## src/rtl/sdp_pkg.sv

```systemverilog
// sdp_pkg: constants, types and weight function for the smoothstep decay purge block
// no dependencies
package sdp_pkg;
	localparam int unsigned NSTEPS = 256;
	localparam int unsigned NLOG2  = 8;
	localparam int unsigned IDX_W  = NLOG2;
	localparam int unsigned CNT_W  = NLOG2 + 1;
	localparam int unsigned SIZE_W = 48;
	localparam int unsigned TIME_W = 64;
	localparam int unsigned PER_W  = 42;
	// largest weight is N*N at the last step
	localparam int unsigned W_W    = 2 * NLOG2 + 1;
	localparam int unsigned ACC_W  = SIZE_W + W_W + NLOG2 + 1;
	localparam logic [PER_W-1:0] PERIOD_RST = PER_W'(64'd10000000000);
	localparam logic [SIZE_W-1:0] SIZE_MAX = '1;

	typedef enum logic [6:0] {
		ST_IDLE  = 7'b0000001,
		ST_DIV   = 7'b0000010,
		ST_MUL   = 7'b0000100,
		ST_CLR   = 7'b0001000,
		ST_WR    = 7'b0010000,
		ST_ACC   = 7'b0100000,
		ST_DONE  = 7'b1000000
	} state_t;

	// smoothstep weight for step s in 1..N
	function automatic logic [W_W-1:0] step_weight(input logic [CNT_W-1:0] s);
		logic [3*CNT_W+2:0] p;
		p = (3*CNT_W+3)'(s) * (3*CNT_W+3)'(s)
			* ((3*CNT_W+3)'(3 * NSTEPS) - ((3*CNT_W+3)'(s) << 1));
		return W_W'(p >> NLOG2);
	endfunction
endpackage

```

## src/rtl/sdp_div.sv

```systemverilog
// sdp_div: restoring divider, one quotient bit per cycle
// depends on sdp_pkg
module sdp_div import sdp_pkg::*; (
	input  logic              clk,
	input  logic              arst_n,
	input  logic              start,
	input  logic [TIME_W-1:0] num,
	input  logic [PER_W-1:0]  den,
	output logic              busy,
	output logic [TIME_W-1:0] quo,
	output logic [PER_W-1:0]  rem
);
	logic [6:0]        cnt_q;
	logic [TIME_W-1:0] q_q;
	logic [PER_W:0]    rem_q;
	logic [PER_W:0]    sh;
	always_comb sh = {rem_q[PER_W-1:0], q_q[TIME_W-1]};
	assign busy = cnt_q != 7'd0;
	assign quo = q_q;
	// remainder is below the divisor, top bit always clear
	assign rem = rem_q[PER_W-1:0];
	always_ff @(posedge clk or negedge arst_n) begin
		if (!arst_n) begin
			cnt_q <= '0;
		end else if (start) begin
			cnt_q <= 7'(TIME_W);
		end else if (busy) begin
			cnt_q <= cnt_q - 7'd1;
		end
	end
	always_ff @(posedge clk) begin
		if (start) begin
			q_q <= num;
			rem_q <= '0;
		end else if (busy) begin
			if (sh >= {1'b0, den}) begin
				rem_q <= sh - {1'b0, den};
				q_q <= {q_q[TIME_W-2:0], 1'b1};
			end else begin
				rem_q <= sh;
				q_q <= {q_q[TIME_W-2:0], 1'b0};
			end
		end
	end
endmodule

```

## config.mk

```make
export PLATFORM = sky130hd
export DESIGN_NAME = sdp_div
export DESIGN_NICKNAME = d
export VERILOG_FILES = /design/src/rtl/sdp_pkg.sv /design/src/rtl/sdp_div.sv
export SDC_FILE = /design/constraint.sdc
export NUM_CORES = 1
export LEC_CHECK = 0
export BUFFER_PORTS_ARGS = -buffer_cell sky130_fd_sc_hd__buf_2
export CAP_MARGIN = 20
export CORE_MARGIN = 3
export CORE_UTILIZATION = 35
export CTS_BUF_LIST = sky130_fd_sc_hd__clkbuf_8 sky130_fd_sc_hd__clkbuf_16
export DETAILED_ROUTE_END_ITERATION = 6
export PLACE_DENSITY = 0.67
export SYNTH_ARGS = -nofsm -noshare
export SYNTH_HDL_FRONTEND = slang
export SYNTH_SLANG_ARGS = --single-unit
export TNS_END_PERCENT = 1
```

## constraint.sdc

```tcl
create_clock -name clk -period 3.4 [get_ports clk]
set_input_delay 0.85 -clock clk [delete_from_list [all_inputs] [get_ports clk]]
set_output_delay 0.85 -clock clk [all_outputs]
set_load 0.02 [all_outputs]
```

==> qor.yml, run 1 <==
arrival_ps: 3440
status: "finished clean"
cts_resized: 0
wl_per_cell_um: 16.6
grt_setup_unrepaired: "no"
fin_crit_ps: 3120
path_buf_inv: 3
num_rows: 52
cp_top_family: "compound AO/OA/AOI/OAI gates"
layout_common_cells: "214 x buf_2, 96 x nand2_1, 68 x nor2_1"
cts_hold_buf: 0
critical_path.max_stage_delay_ps: 440
ys.flop_type: "edfxtp_1"
power_uw: 7220
dp_hpwl_mm: 17.3
timing.slew.headroom_pct: 67.4
detail-route-antenna-nets: 0
fin_nets: 1214
setup_ws_ps: 282
clock_sinks: 113
busiest_layer: "met2"
ys_warn_count: 0
core-area_um2: 20600
slew_violations: 0
drt_first_pass_iters: 4
die-height_um: 152
drive_gt1_share_pct: 36.8
clock_power_share_pct: 24.6
crit_fanout: 3
grt_use_met3_pct: 3.81
die-area_um2: 23000
syn-num-nets: 952
grt-ovfl-total: 0
vias_per_cell: 5.15
drc_errors: 0
antenna_cells: 0
use_met1_pct: 25.8
wl_mm: 22.3
clockBufferDepth: 2
maxCapViolations: 0
synth_area_um2: 7430
fmax_mhz: 321
leakagePower_uw: 0.00463
worstSetupStartpointType: "input port"
cts-buffers-inserted: 17
finalSetupViolCount: 0
vias: 6915
syn2layout_area_growth_pct: 32.1
powerDensity_nw_per_um2: 736
antenna_found_initial: 0
synth-seq-cells: 113
grt_use_met2_pct: 29.6
gp_congestion: 0.875
postLayoutCoreUtil_pct: 47.7
seq_power_share_pct: 29.3
ys_seq_area_share_pct: 39.5
final_common_cell: "buf_2"
async_flop_share_pct: 6.19
first_global_vias: 6741
finalCritPeriodShare_pct: 91.7
netSwitchingFraction_pct: 40.2
vdd_drop_max_v: 0.000341
cp_slowest_cell: "a221oi_1"
worst_pin_slew_ps: 487
path_cells: "buf_2, inv_1, ha_1, a21oi_1, o21ai_1, a221oi_1, a21bo_2, a31oi_1, buf_4, nor3_1, o31a_1, or3_1, a211oi_1"
cp-end-kind: "flop"
clock_latency_ps: 410
port_buffers: 215
grt_max_degree: 77
drt_iter0_drc: 438
combPwrFrac_pct: 46.0
ys_types: 63
start_util_pct: 36.1
skew_ps: 11.0
pre_cts_ws_ps: -97.2
intPower_uw: 4320
synth-edff-count: 64
power_switching_uw: 2900
critPathRequiredTime_ps: 3730
fp.dieW_um: 152
grt_pass1_wl_mm: 34.3
finalHoldViolCount: 0
cts_tree: "done"
synth_cells: 799
hold_class: "input port to asynchronous set/reset pin"
criticalPathCategory: "input port to flop"
grt_usage_pct: 18.8
cts_setup_buffers: 0
ios: 216
clock_tree.root_cell: "clkbuf_16"
avgSynthCellArea_um2: 9.30
clk_pin_slew_ps: 60
ctsHtreeMaxLevel: 4
metrics by stage:
| stage | cell area [um^2] | cells | hold slack, ps | TNS [ps] |
|---|---|---|---|---|
| CTS | 9810 | 1343 | 249 | 0 |
| finish | 9810 | 1343 | 264 | 0 |
| global placement | 9230 | 1312 | 465 | -33.0 |
| floorplan | 7440 | 799 | 447 | -21.9 |
| detailed placement | 9230 | 1312 | 477 | -1440 |
| global route | 9810 | 1343 | 255 | 0 |
sequential cells by signal, indices dropped and copies added, names as in the netlist:
signal and cells:
quo 64, rem_q 42, cnt_q 7
layout make-up:
type	instances	area, um^2
inverters	61	229
multi-input cells	585	4080
repair buffers	283	1650
flip-flops and latches	113	2940
clock inverters	14	156
fillers	2002	10700
well taps	270	338
clock buffers	17	425
routing by layer:
metal / vias up / wire [um]
met3: 35 / 1190
met4: 0 / 522
met1: 3268 / 10100
met5: - / 0
met2: 184 / 10500
li1: 3428 / -
worst paths after layout:
kind / from / to / slack [ps] / cells past startpoint
setup / recovery: den[10] / rem_q[37] / 280 / 13
hold / removal: arst_n / cnt_q[5] / 260 / 1
setup reg to reg: rem_q[9] / rem_q[37] / 500 / 11
hold reg to reg: cnt_q[6] / cnt_q[6] / 490 / 2
max in group asynchronous: arst_n / cnt_q[4] / 2980 / 1
min in group clk: cnt_q[6] / cnt_q[6] / 490 / 2
power groups by stage:
| stage | logic [uW] | clock network [uW] | registers [uW] |
|---|---|---|---|
| 2_1_floorplan | 1870 | 0 | 2450 |
| 3_3_place_gp | 3280 | 0 | 2140 |
| 3_5_place_dp | 3310 | 0 | 2140 |
| 4_1_cts | 3330 | 1810 | 2120 |
| 5_1_grt | 3680 | 1880 | 2170 |
| 6_report | 3330 | 1780 | 2120 |
synth_stat cells, drive strengths merged, types with 5 or more instances:
library cell | number | area (um^2)
mux2 | 64 | 721
o21ai | 38 | 190
inv | 61 | 229
a211oi | 12 | 90.1
buf | 9 | 73.8
a31oi | 9 | 71.3
dfxtp | 42 | 841
ha | 43 | 538
dfrtp | 7 | 175
xnor2 | 25 | 219
a21oi | 51 | 255
nand2b | 7 | 43.8
clkbuf | 31 | 116
nand3 | 7 | 35.0
edfxtp | 64 | 1920
nor2 | 69 | 259
nor3 | 13 | 65.1
xor2 | 16 | 140
a311oi | 25 | 219
or3 | 6 | 42.5
o31ai | 6 | 45.0
or2 | 6 | 40.0
nand2 | 96 | 360
nand4 | 10 | 62.6
and3 | 7 | 43.8
o21bai | 5 | 37.5
a21o | 12 | 90.1
o21a | 6 | 45.0
cell families after synthesis:
kind of cell	count (synthesis)	synth area share [%]
xor gates and xnor gates	41	4.83
AOI/OAI and AO/OA	194	17.8
and+or+nand+nor	239	14.6
muxes	67	10.1
DFF	113	39.5
buffers and inverters	101	5.64
adders and majority gates	44	7.51
(Power assumes the default switching activity.)
==> run 2, diff against run 1 <==
Settings changed: CORE_MARGIN 3 to 2.
==> run 2 against run 1 <==
Against the previous run:
- combinational power about the same
- register-to-register slack got worse by 30 ps
- global-route usage grew 0.33 points
- die area shrank 2.6%
- sequential share of layout area grew 0.17 points
- sequential power hardly changed
- setup slack got worse by 18 ps
- maximum frequency fell by 0.58%
- worst hold slack worse by 8.3 ps
- critical path depth unchanged
- non-clock buffer count fell by 2
- largest cell class unchanged
==> qor.yml, run 2 (synthesized netlist as in run 1, its figures left out) <==
status: "finished clean"
rr_startpoint: "rem_q[9]"
rr_worst_depth: 11
grt_pass1_wl_mm: 34.0
fp.dieW_um: 150
clockBufferDepth: 2
clock_tree.root_cell: "clkbuf_16"
critPathRequiredTime_ps: 3730
worstSetupEndpoint: "rem_q[37]"
skew_ps: 8.51
hold-worst-slack_ps: 256
drt_first_pass_iters: 5
hold_class: "input port to asynchronous set/reset pin"
cp-startpoint: "den[10]"
stdcell_area_um2: 9760
cts_resized: 0
wl_per_cell_um: 16.2
pre_cts_ws_ps: -58.1
fmax_mhz: 319
antenna_cells: 0
largest_reg_flops: 64
cp-end-kind: "flop"
setup-tns-final_ps: 0
antenna_found_initial: 0
dp_hpwl_mm: 16.7
first_global_vias: 6651
die-area_um2: 22400
vdd_drop_max_v: 0.000253
timing.slew.headroom_pct: 59.2
clock_sinks: 113
clk_pin_slew_ps: 60
cts_tree: "done"
vias_per_cell: 5.11
crit_cells: 13
clock_latency_ps: 420
criticalPathCategory: "input port to flop"
grt_usage_pct: 19.2
final_common_cell: "buf_2"
r2r_slack_ps: 470
critical_path.max_stage_delay_ps: 390
fin_crit_ps: 3140
ctsHtreeMaxLevel: 4
grt_max_degree: 65
maxCapViolations: 0
port_buffers: 215
fin_nets: 1212
worstSetupStartpointType: "input port"
cp_top_family: "compound AO/OA/AOI/OAI gates"
worst_pin_slew_ps: 612
finalHoldViolCount: 0
r2r-end: "rem_q[37]"
path_cells: "buf_2, inv_1, ha_1, a21oi_1, o21ai_1, a221oi_1, a21bo_2, a31oi_1, buf_4, nor3_1, o31a_1, or3_1, a211oi_1"
setup_ws_ps: 264
crit_fanout: 3
die-height_um: 150
cts-buffers-inserted: 17
cts_hold_buf: 0
gp_congestion: 0.898
grt_setup_unrepaired: "no"
vias: 6888
cts_setup_buffers: 0
syn2layout_area_growth_pct: 31.4
path_buf_inv: 3
num_rows: 53
grt-ovfl-total: 0
detail-route-antenna-nets: 0
start_util_pct: 35.5
dpl-instance-area_um2: 9210
arrival_ps: 3460
drt_iter0_drc: 395
ios: 216
wl_mm: 21.8
leakagePower_uw: 0.00462
core-area_um2: 21000
finalSetupViolCount: 0
cp_slowest_cell: "a221oi_1"
drc_errors: 0
powerDensity_nw_per_um2: 729
layout_common_cells: "214 x buf_2, 96 x nand2_1, 68 x nor2_1, 64 x mux2_2, 64 x edfxtp_1"
finalCritPeriodShare_pct: 92.2
drive_gt1_share_pct: 36.6
slew_violations: 0
-- run 2: cell types whose count changed in the layout (fill, tap and decap cells not counted) --
| cell | previous run | this run |
|---|---|---|
| inv_1 | 59 | 61 |
| buf_4 | 64 | 63 |
| clkinvlp_4 | 4 | 3 |
| inv_6 | 4 | 0 |
| clkinv_4 | 3 | 5 |
| bufinv_16 | 2 | 1 |
| clkinv_2 | 1 | 4 |
| buf_12 | 5 | 4 |
-- run 2: power by group --
group	internal, uW	total [uW]	switching (uW)
registers	1830	2130	291
clock network	996	1660	665
logic	1400	3330	1930
total	4230	7110	2890
-- run 2: worst min-delay path by stage --
stage               endpoint  slack, ps  cells after the start
floorplan           cnt_q[6]        450                      2
detailed placement  cnt_q[6]        500                      2
finish              cnt_q[1]        260                      1
global route        cnt_q[2]        250                      1
global placement    cnt_q[6]        460                      2
CTS                 cnt_q[2]        240                      1
-- run 2: cell type report --
cell class	instances	area, um^2
Clock inverter	15	124
Multi-Input combinational cell	585	4080
Sequential cell	113	2940
Tap cell	275	344
Inverter	61	229
Timing Repair Buffer	281	1620
Clock buffer	17	425
Fill cell	2062	11200
-- run 2: worst reg2reg max path, cell delays in order, from the launching register on --
cell and delay (ps):
dfxtp_1 380, ha_1 280, a21oi_1 160, o21ai_1 110, a221oi_1 390, a21bo_2 320, a31oi_1 150, buf_4 150
nor3_1 60, o31a_1 280, or3_1 350, a211oi_1 220
-- run 2: stage by stage --
stage	total power [uW]	instances	utilization, %
final	7110	1347	46.6
after CTS	7160	1347	46.6
after global routing	7590	1347	46.6
after global placement	5410	1315	44.0
after detailed placement	5460	1315	44.0
after floorplan	4310	799	-
-- run 2: per-layer routing --
layer | global-route usage, % | vias up | routed length, um
met2 | 30.5 | 190 | 10100
met5 | 0 | - | 0
li1 | - | 3414 | -
met1 | 26.0 | 3246 | 10000
met3 | 4.12 | 38 | 1150
met4 | 6.42 | 0 | 489
