`src/rtl/sdp_ram.sv`:
```
// sdp_ram: generic single-port ram with registered read
// no dependencies
module sdp_ram #(
	parameter int unsigned WIDTH = 8,
	parameter int unsigned DEPTH = 16
) (
	input  logic                     clk,
	input  logic                     we,
	input  logic [$clog2(DEPTH)-1:0] addr,
	input  logic [WIDTH-1:0]         wdata,
	output logic [WIDTH-1:0]         rdata
);
	logic [WIDTH-1:0] mem_q [DEPTH];
	always_ff @(posedge clk) begin
		if (we) mem_q[addr] <= wdata;
		rdata <= mem_q[addr];
	end
endmodule

```
`config.mk`:
```
export PLATFORM = sky130hd
export DESIGN_NAME = sdp_ram
export DESIGN_NICKNAME = d
export VERILOG_FILES = /design/src/rtl/sdp_ram.sv
export SDC_FILE = /design/constraint.sdc
export NUM_CORES = 1
export LEC_CHECK = 0
export BUFFER_PORTS_ARGS = -buffer_cell sky130_fd_sc_hd__buf_2
export CAP_MARGIN = 40
export CORE_ASPECT_RATIO = 1.1
export CORE_MARGIN = 2
export CORE_UTILIZATION = 40
export CTS_CLUSTER_DIAMETER = 40
export DETAILED_ROUTE_END_ITERATION = 8
export SYNTH_ARGS = -nofsm -noshare
export SYNTH_HDL_FRONTEND = slang
export SYNTH_SLANG_ARGS = --single-unit
export TNS_END_PERCENT = 100
```
`constraint.sdc`:
```
create_clock -name clk -period 3.6 [get_ports clk]
set_clock_uncertainty 0.1 [all_clocks]
set_input_delay 0.54 -clock clk [delete_from_list [all_inputs] [get_ports clk]]
set_output_delay 0.54 -clock clk [all_outputs]
set_load 0.02 [all_outputs]
```
==> results of run 1 <==
worst max-delay path: stages:
cell      delay (ns)
buf_2           0.55
nand2b_1        0.24
nor2_1          0.70
routing by layer:
metal	up-vias	wire, microns	GRT usage [%]
met5	-	0	0
met4	0	85	5.170
met3	4	357	4.328
met2	57	5057	24.35
met1	1217	4444	22.06
li1	1041	-	-
synth_stat cells (all sizes together):
library cell	instances
a22oi	16
edfxtp	128
and2	1
nor2	13
dfxtp	8
buf	8
nor3	4
nor2b	2
nand2b	2
or3b	1
nand2	9
clkbuf	3
nand3b	2
nand3	1
mux4	32
kinds of logic after synthesis:
group                  Yosys count  share of synthesized area [%]
flip-flops                     136                          79.01
AND/OR/NAND/NOR                 35                          3.210
multiplexers                    32                          14.22
AO/OA/AOI/OAI                   16                          2.370
buffers and inverters           11                          1.185
power by group:
| group | internal, mW | leakage (nW) | switching (mW) | total (mW) |
|---|---|---|---|---|
| combinational | 0.0673 | 0.451 | 0.109 | 0.177 |
| clock | 1.01 | 0.270 | 0.617 | 1.63 |
| sequential | 1.77 | 1.22 | 0.0100 | 1.78 |
state kept, by name, summed over array words and instances (netlist names):
name   flops
rdata      8
mem_q    128
stage by stage:
step	power (mW)	util, %	setup slack [ns]
2_1_floorplan	1.915	-	1.467
3_3_place_gp	1.993	43.11	0.9990
3_5_place_dp	1.996	43.21	0.9595
4_1_cts	3.607	47.70	1.378
5_1_grt	3.693	47.70	1.267
6_report	3.584	47.70	1.484
area by class of cell:
type | instances | area, sq um
clock buffer | 18 | 429.2
tap | 157 | 196.4
sequential | 136 | 4004
timing repair buffer | 31 | 190.2
clock inverter | 14 | 131.4
fill | 1027 | 6528
multi-input combinational | 83 | 1003
final timing paths:
path	depth (start not counted)	to	startpoint	slack [ns]
worst max-delay path	3	mem_q[1][6]	addr[0]	1.48
worst min-delay path	1	mem_q[12][6]	wdata[6]	0.44
worst max register to register	3	rdata[6]	mem_q[15][6]	2.13
worst min register to register	3	rdata[7]	mem_q[8][7]	0.59
==> flow_metrics.env, run 1 <==
export IMPL_cts_sink_count=136
export IMPL_drtAntennaViolNets=0
export IMPL_cts_buffers=17
export IMPL_ctsHoldBuffers=0
export IMPL_pin_count=22
export IMPL_outcome="completed"
export IMPL_num_antenna_cells=0
export IMPL_core_area_sq_um=12480
export IMPL_path_class="in2reg"
export IMPL_final_nets=283
export IMPL_final_cells=439
export IMPL_max_slew_margin_pct=44.47
export IMPL_grt_total_usage_pct=15.78
export IMPL_gp_congestion=0.7655
export IMPL_synth_area_sq_um=5067
export IMPL_final_max_slew_viol_count=0
export IMPL_final_cell_mix="edfxtp_1 (128), mux4_2 (32), buf_2 (22)"
export IMPL_cts_resized_gates=0
export IMPL_yosysSeqAreaShare_pct=79.01
export IMPL_yosys_warnings=0
export IMPL_grt_setup_unrepaired="no"
export IMPL_power_density_nw_per_um2=601.9
export IMPL_worst_pin_slew_ns=0.8299
export IMPL_crit_fanout=23
export IMPL_chipWidth_microns=111.3
export IMPL_finalCriticalPeriod_ns=2.116
export IMPL_synth_area_leader_cell="edfxtp_1"
export IMPL_ys_ff_latch=136
export IMPL_viasPerCell=5.282
export IMPL_vias=2319
export IMPL_antenna_found_initial=0
export IMPL_end_kind="flip-flop"
export IMPL_grt_max_degree=24
export IMPL_cts_clk_slew_worst_paths_ns=0.06
export IMPL_finalHoldViolations=0
export IMPL_min_path_type="in2reg"
export IMPL_hold_slack_ns=0.4411
export IMPL_postCtsSetupBuffers=0
export IMPL_stdcell_area_sq_um=5954
export IMPL_drc=0
export IMPL_drive_above_1_share_pct=32.27
export IMPL_drtIter0Drc=232
export IMPL_io_buffers=21
export IMPL_tns_ns=0
export IMPL_synthesis_nets=244
export IMPL_fp_dieH_microns=122.1
export IMPL_cp_required_ns=3.53
export IMPL_cts_tree="done"
export IMPL_fin_crit_sh_pct=58.77
export IMPL_fp_dieArea_sq_um=13590
export IMPL_netlist_top_cells_area="edfxtp_1 (76%), mux4_2 (14%), dfxtp_1 (3.2%)"
export IMPL_crit_arrival_ns=2.04
export IMPL_floorplan_rows=43
export IMPL_peakVddDrop_mv=0.3021
export IMPL_grt_pass1_wl_microns=15070
export IMPL_netlist_instances=230
export IMPL_routed_wirelength_microns=9945
export IMPL_cts_path_max_buffers=2
export IMPL_syn_to_final_growth_pct=17.51
export IMPL_layout_commonest_cell="edfxtp_1"
export IMPL_yosys_cell_types_count=18
export IMPL_synth_top_area_share_pct=75.85
export IMPL_setup_viol=0
export IMPL_p_leak_nw=1.945
export IMPL_htreeDepth=4
export IMPL_initial_core_util_pct=40.60
export IMPL_syn_area_per_cell_sq_um=22.03
export IMPL_placed_cells=407
export IMPL_dr_pass1_iters=4
export IMPL_drv_cap=0
export IMPL_clk_latency_ns=0.41
export IMPL_grt_pass1_vias=2418
export IMPL_wire_per_inst_microns=22.65
export IMPL_dp_hpwl_microns=6329
export IMPL_grt_ovfl_total=0
export IMPL_max_freq_mhz=472.7
export IMPL_postPlaceCellArea_sq_um=5394
export IMPL_start_kind="primary input"
export IMPL_cts_root_buf="clkbuf_16"
Note: power is estimated with default switching activity, not from simulation.
==> run 2: changes to the inputs <==
clock period = 1.7 ns   (was 3.6 ns; I/O delays follow)
==> run 2 against run 1 <==
  * Critical endpoint is now rdata[4]
  * Sequential share of layout area is 2.4 points lower
  * Worst hold slack lost 0.32 ns
  * Flip-flop and latch count did not move
  * Utilization is 1.8 points higher
  * Setup slack worse by 1.2 ns
  * Critical path depth is the same
  * Largest cell class unchanged
  * Routed wire length shrank 4.7%
  * Power rose by 110%
  * Clock power is 110% higher
  * Combinational power is 120% higher
  * Die area stayed put
==> flow_metrics.env, run 2 (same netlist as run 1, synthesis figures left out) <==
export IMPL_floorplan_rows=43
export IMPL_p_int_mw=6.063
export IMPL_layout_commonest_cell="edfxtp_1"
export IMPL_tns_ns=0
export IMPL_fin_crit_sh_pct=84.95
export IMPL_syn_to_final_growth_pct=21.93
export IMPL_grt_setup_unrepaired="no"
export IMPL_viasPerCell=5.193
export IMPL_cts_resized_gates=0
export IMPL_cts_tree="done"
export IMPL_clk_latency_ns=0.41
export IMPL_drc=0
export IMPL_finalWorstSetupSlack_ns=0.2559
export IMPL_power_density_nw_per_um2=1222
export IMPL_outcome="completed"
export IMPL_final_max_slew_viol_count=0
export IMPL_finalCriticalPeriod_ns=1.444
export IMPL_placed_cells=429
export IMPL_cp_endpoint="rdata[4]"
export IMPL_top_regs="mem_q x128, rdata x8"
export IMPL_slowest_stage="mux4_2"
export IMPL_regMostFlops="mem_q"
export IMPL_reg2reg_from="mem_q[11][4]"
export IMPL_vias=2394
export IMPL_path_cells="mux4_2, a22oi_1, nand2_1"
export IMPL_ctsHoldBuffers=0
export IMPL_min_path_type="in2reg"
export IMPL_cts_buffers=17
export IMPL_cp_required_ns=1.88
export IMPL_drtAntennaViolNets=0
export IMPL_power_share_switching_pct=19.72
export IMPL_cts_path_max_buffers=2
export IMPL_chipWidth_microns=111.3
export IMPL_final_cell_mix="edfxtp_1 (128), mux4_2 (32), buf_4 (27)"
export IMPL_path_class="reg2reg"
export IMPL_p_total_mw=7.552
export IMPL_grt_total_usage_pct=15.07
export IMPL_postCtsSetupBuffers=0
export IMPL_initial_core_util_pct=40.60
export IMPL_pwr_share_comb_pct=5.2
export IMPL_peakVddDrop_mv=0.6660
export IMPL_final_cells=461
export IMPL_largest_register_ff_count=128
export IMPL_fp_dieH_microns=122.1
export IMPL_htreeDepth=4
export IMPL_worst_pin_slew_ns=0.6369
export IMPL_final_nets=305
export IMPL_grt_pass1_wl_microns=14800
export IMPL_dp_hpwl_microns=6466
export IMPL_pre_cts_ws_ns=-0.1502
export IMPL_core_area_sq_um=12480
export IMPL_grt_pass1_vias=2566
export IMPL_max_slew_margin_pct=57.45
export IMPL_crit_fanout=1
export IMPL_gp_congestion=0.7431
export IMPL_end_kind="flip-flop"
export IMPL_ff2ff_path_depth=3
export IMPL_num_antenna_cells=0
export IMPL_cts_root_buf="clkbuf_16"
export IMPL_finalHoldViolations=0
export IMPL_grt_ovfl_total=0
export IMPL_drtIter0Drc=178
export IMPL_n_fill_cell=1025
export IMPL_r2r_slack_ns=0.26
export IMPL_pin_count=22
export IMPL_crit_arrival_ns=1.63
export IMPL_path_depth=3
export IMPL_fp_dieArea_sq_um=13590
export IMPL_p_seq_share_pct=50.0
export IMPL_worst_path_buf_inv=0
export IMPL_setup_viol=0
export IMPL_final_core_util_pct=49.50
export IMPL_slowest_delay_ns=0.48
export IMPL_dr_pass1_iters=5
export IMPL_p_leak_nw=2.064
export IMPL_drv_cap=0
export IMPL_grt_max_degree=19
export IMPL_wire_per_inst_microns=20.57
export IMPL_r2r_end="rdata[4]"
export IMPL_antenna_found_initial=0
export IMPL_drive_above_1_share_pct=38.16
export IMPL_clkPwrFrac_pct=44.8
export IMPL_cts_sink_count=136
export IMPL_startpoint="mem_q[11][4]"
export IMPL_start_kind="flip-flop"
export IMPL_cts_clk_slew_worst_paths_ns=0.06
export IMPL_p_sw_mw=1.489
export IMPL_io_buffers=21
export IMPL_max_freq_mhz=692.5
export IMPL_critPathTopFamily="multiplexers"
export IMPL_routed_wirelength_microns=9482
==> run 2: how the worst min path moves through the flow <==
stage	start	to	slack [ns]	depth (start not counted)
6_report	wdata[6]	mem_q[14][6]	0.12	1
5_1_grt	wdata[6]	mem_q[13][6]	0.13	1
4_1_cts	wdata[6]	mem_q[13][6]	0.11	1
3_5_place_dp	wdata[6]	mem_q[11][6]	0.55	1
3_3_place_gp	wdata[6]	mem_q[9][6]	0.54	1
2_1_floorplan	wdata[0]	mem_q[0][0]	0.25	0
==> run 2: worst register-to-register path: cells and delay by family (launching register included) <==
| family | cells | cell delay (ns) |
|---|---|---|
| flip-flops | 1 | 0.36 |
| AO/OA/AOI/OAI | 1 | 0.29 |
| AND/OR/NAND/NOR | 1 | 0.09 |
| multiplexers | 1 | 0.48 |
==> run 2: cell type report <==
class | instances | area [sq um] | area share [%]
clock inverters | 9 | 101.3 | 1.640
flip-flops and latches | 136 | 4004 | 64.80
multi-input cells | 83 | 1021 | 16.52
clock buffers | 23 | 447.9 | 7.250
well taps | 157 | 196.4 | 3.179
repair buffers | 53 | 407.9 | 6.602
==> run 2: through the flow <==
stage	hold WS, ns	instance area [sq um]
after CTS	0.1148	6178
after detailed placement	0.5493	5629
after global placement	0.5378	5629
after floorplan	0.2539	5085
final	0.1226	6178
after global routing	0.1307	6178
==> run 2: metal layers <==
| layer | share of wire, % | track usage (%) | routed length (microns) |
|---|---|---|---|
| met5 | 0 | 0 | 0 |
| met4 | 0.92 | 5.556 | 87 |
| met3 | 3.9 | 3.980 | 369 |
| met2 | 51 | 24.35 | 4789 |
| met1 | 45 | 19.94 | 4235 |
==> run 2: power by group through the flow <==
stage                     logic (mW)  registers (mW)  clock network [mW]
after floorplan                0.196            3.86                   0
after global placement         0.393            3.84                   0
after detailed placement       0.401            3.84                   0
after CTS                      0.402            3.77                3.46
after global routing           0.430            3.78                3.58
final                          0.394            3.77                3.38
==> run 3: changes to the inputs <==
ABC_AREA = 1   (was default)
clock period = 1.35 ns   (was 1.7 ns; I/O delays follow)
==> run 3 against run 2 <==
  * First-iteration DRC count is 65% higher
  * Register-to-register slack got worse by 0.02 ns
  * Sequential share of layout area is 6.5 points lower
  * Clock power is 52% higher
  * Setup slack lost 0.17 ns
  * Critical path depth shrank 2
  * Critical endpoint is now rdata[2]
  * Design area rose by 11%
==> flow_metrics.env, run 3 <==
export IMPL_htreeDepth=4
export IMPL_drc=0
export IMPL_cts_buffers=17
export IMPL_cts_path_max_buffers=2
export IMPL_yosysSeqAreaShare_pct=71.59
export IMPL_cts_resized_gates=0
export IMPL_finalHoldViolations=0
export IMPL_dr_pass1_iters=4
export IMPL_crit_arrival_ns=0.96
export IMPL_min_to="mem_q[7][6]"
export IMPL_synth_top_area_share_pct=68.72
export IMPL_worst_pin_slew_ns=0.4128
export IMPL_netlist_top_cells_area="edfxtp_1 (69%), nand2_1 (23%), dfxtp_1 (2.9%)"
export IMPL_p_leak_nw=2.884
export IMPL_hold_depth=1
export IMPL_synthesis_nets=562
export IMPL_path_cells="buf_2"
export IMPL_finalCriticalPeriod_ns=1.261
export IMPL_placed_cells=756
export IMPL_cp_required_ns=1.05
export IMPL_floorplan_rows=45
export IMPL_r2r_slack_ns=0.24
export IMPL_synth_area_sq_um=5593
export IMPL_chipWidth_microns=116.7
export IMPL_ctsHoldBuffers=0
export IMPL_power_density_nw_per_um2=1539
export IMPL_fp_dieArea_sq_um=14950
export IMPL_regMostFlops="mem_q"
export IMPL_viasPerCell=4.636
export IMPL_largest_register_ff_count=128
export IMPL_wl_met1_microns=5505
export IMPL_yosys_cell_types_count=11
export IMPL_grt_total_usage_pct=18.77
export IMPL_top_regs="mem_q x128, rdata x8"
export IMPL_r2r_end="rdata[1]"
export IMPL_drtAntennaViolNets=0
export IMPL_io_buffers=21
export IMPL_initial_core_util_pct=40.71
export IMPL_highest_layer="met4"
export IMPL_path_class="reg2out"
export IMPL_final_cells=788
export IMPL_cts_root_buf="clkbuf_16"
export IMPL_hp_start="wdata[6]"
export IMPL_slowest_stage="dfxtp_1"
export IMPL_max_slew_margin_pct=72.48
export IMPL_synth_area_leader_cell="edfxtp_1"
export IMPL_grt_max_degree=33
export IMPL_start_kind="flip-flop"
export IMPL_wire_per_inst_microns=15.78
export IMPL_drive_above_1_share_pct=15.83
export IMPL_p_total_mw=10.56
export IMPL_grt_ovfl_total=0
export IMPL_grt_pass1_vias=3822
export IMPL_wl_met3_microns=472
export IMPL_async_flop_share_pct=0
export IMPL_core_area_sq_um=13740
export IMPL_slowest_delay_ns=0.37
export IMPL_postCtsSetupBuffers=0
export IMPL_grt_pass1_wl_microns=20430
export IMPL_gp_congestion=0.8130
export IMPL_end_kind="output port"
export IMPL_fp_dieH_microns=128.0
export IMPL_cts_tree="done"
export IMPL_min_path_type="in2reg"
export IMPL_synth_most_common_cell="nand2_1"
export IMPL_clk_latency_ns=0.41
export IMPL_syn_area_per_cell_sq_um=10.21
export IMPL_critPathTopFamily="flip-flops"
export IMPL_fin_crit_sh_pct=93.43
export IMPL_drtIter0Drc=293
export IMPL_netlist_instances=548
export IMPL_hold_slack_ns=0.1245
export IMPL_cts_sink_count=136
export IMPL_synth_edf_count=128
export IMPL_grt_setup_unrepaired="no"
export IMPL_setup_viol=0
export IMPL_num_antenna_cells=0
export IMPL_max_freq_mhz=792.8
export IMPL_peakVddDrop_mv=0.7427
export IMPL_worst_path_buf_inv=1
export IMPL_reg2reg_from="mem_q[5][1]"
export IMPL_dp_hpwl_microns=8148
export IMPL_final_max_slew_viol_count=0
export IMPL_yosys_warnings=0
export IMPL_final_nets=601
export IMPL_final_cell_mix="nand2_1 (346), edfxtp_1 (128), inv_1 (21), buf_2 (21), clkbuf_16 (17)"
export IMPL_synth_main_ff_cell="edfxtp_1"
export IMPL_crit_fanout=1
export IMPL_ys_ff_latch=136
export IMPL_ff2ff_path_depth=8
export IMPL_antenna_found_initial=0
export IMPL_cts_clk_slew_worst_paths_ns=0.06
export IMPL_pin_count=22
export IMPL_wl_met2_microns=6192
export IMPL_drv_cap=0
export IMPL_layout_commonest_cell="nand2_1"
export IMPL_synth_commonest_cells="nand2_1 (346), edfxtp_1 (128), inv_1 (21), nor2_1 (18), buf_2 (12)"
export IMPL_vias=3653
export IMPL_outcome="completed"
export IMPL_syn_to_final_growth_pct=22.68
export IMPL_routed_wirelength_microns=12440
[run 3: cell types whose count changed after synthesis, moves of 2 or more]
cell,delta
buf_2,+10
nand2_1,+337
buf_4,+6
nand3_1,+3
buf_6,-2
inv_1,+21
nor3_1,-4
nand3b_1,-2
buf_1,-4
nand2b_1,-2
nor2_1,+5
nor2b_1,-2
a22oi_1,-16
mux4_2,-32
[run 3: per-stage QoR]
stage               utilization, %  setup slack, ns  cell area, sq um  TNS [ns]
global route                 49.95          0.05142              6862         0
CTS                          49.95          0.05576              6862         0
detailed placement           45.17          -0.1279              6206    -7.124
global placement             45.17          -0.1263              6206    -5.845
floorplan                        -         0.005689              5782         0
finish                       49.95          0.08871              6862         0
[run 3: worst max-delay path by stage]
stage                  start      endpoint  slack (ns)  cells past startpoint
CTS                 rdata[2]      rdata[2]        0.06                      1
detailed placement   addr[0]  mem_q[13][3]       -0.13                      4
global route        rdata[2]      rdata[2]        0.05                      1
global placement     addr[0]  mem_q[13][4]       -0.13                      4
floorplan            addr[1]  mem_q[10][0]       0.006                      4
finish              rdata[2]      rdata[2]        0.09                      1
[run 3: where the power goes]
group / switching [mW] / internal, mW / total (mW)
registers: 0.0284 / 4.72 / 4.75
logic: 0.478 / 0.205 / 0.683
clock network: 1.68 / 3.45 / 5.13
total: 2.18 / 8.38 / 10.6
[run 3: cells by family (layout without fill, tap and decap cells)]
logic type	count (synthesis)	after routing	share of synthesized area, %
buffers and inverters	44	96	3.624
flip-flops	136	136	71.59
AND/OR/NAND/NOR	368	368	24.79
[run 3: cell type report]
class	count	area, sq um
multi-input cells	368	1562
clock buffers	18	429.2
clock inverters	14	226.5
flip-flops and latches	136	4004
fillers	1253	6877
well taps	188	235.2
repair buffers	41	317.8
inverters	23	87.58
[run 3: metal layers]
layer	vias to the layer above	global-route usage (%)
met5	-	0
met4	0	7.336
met3	17	3.924
met2	77	31.18
met1	1723	24.03
li1	1836	-
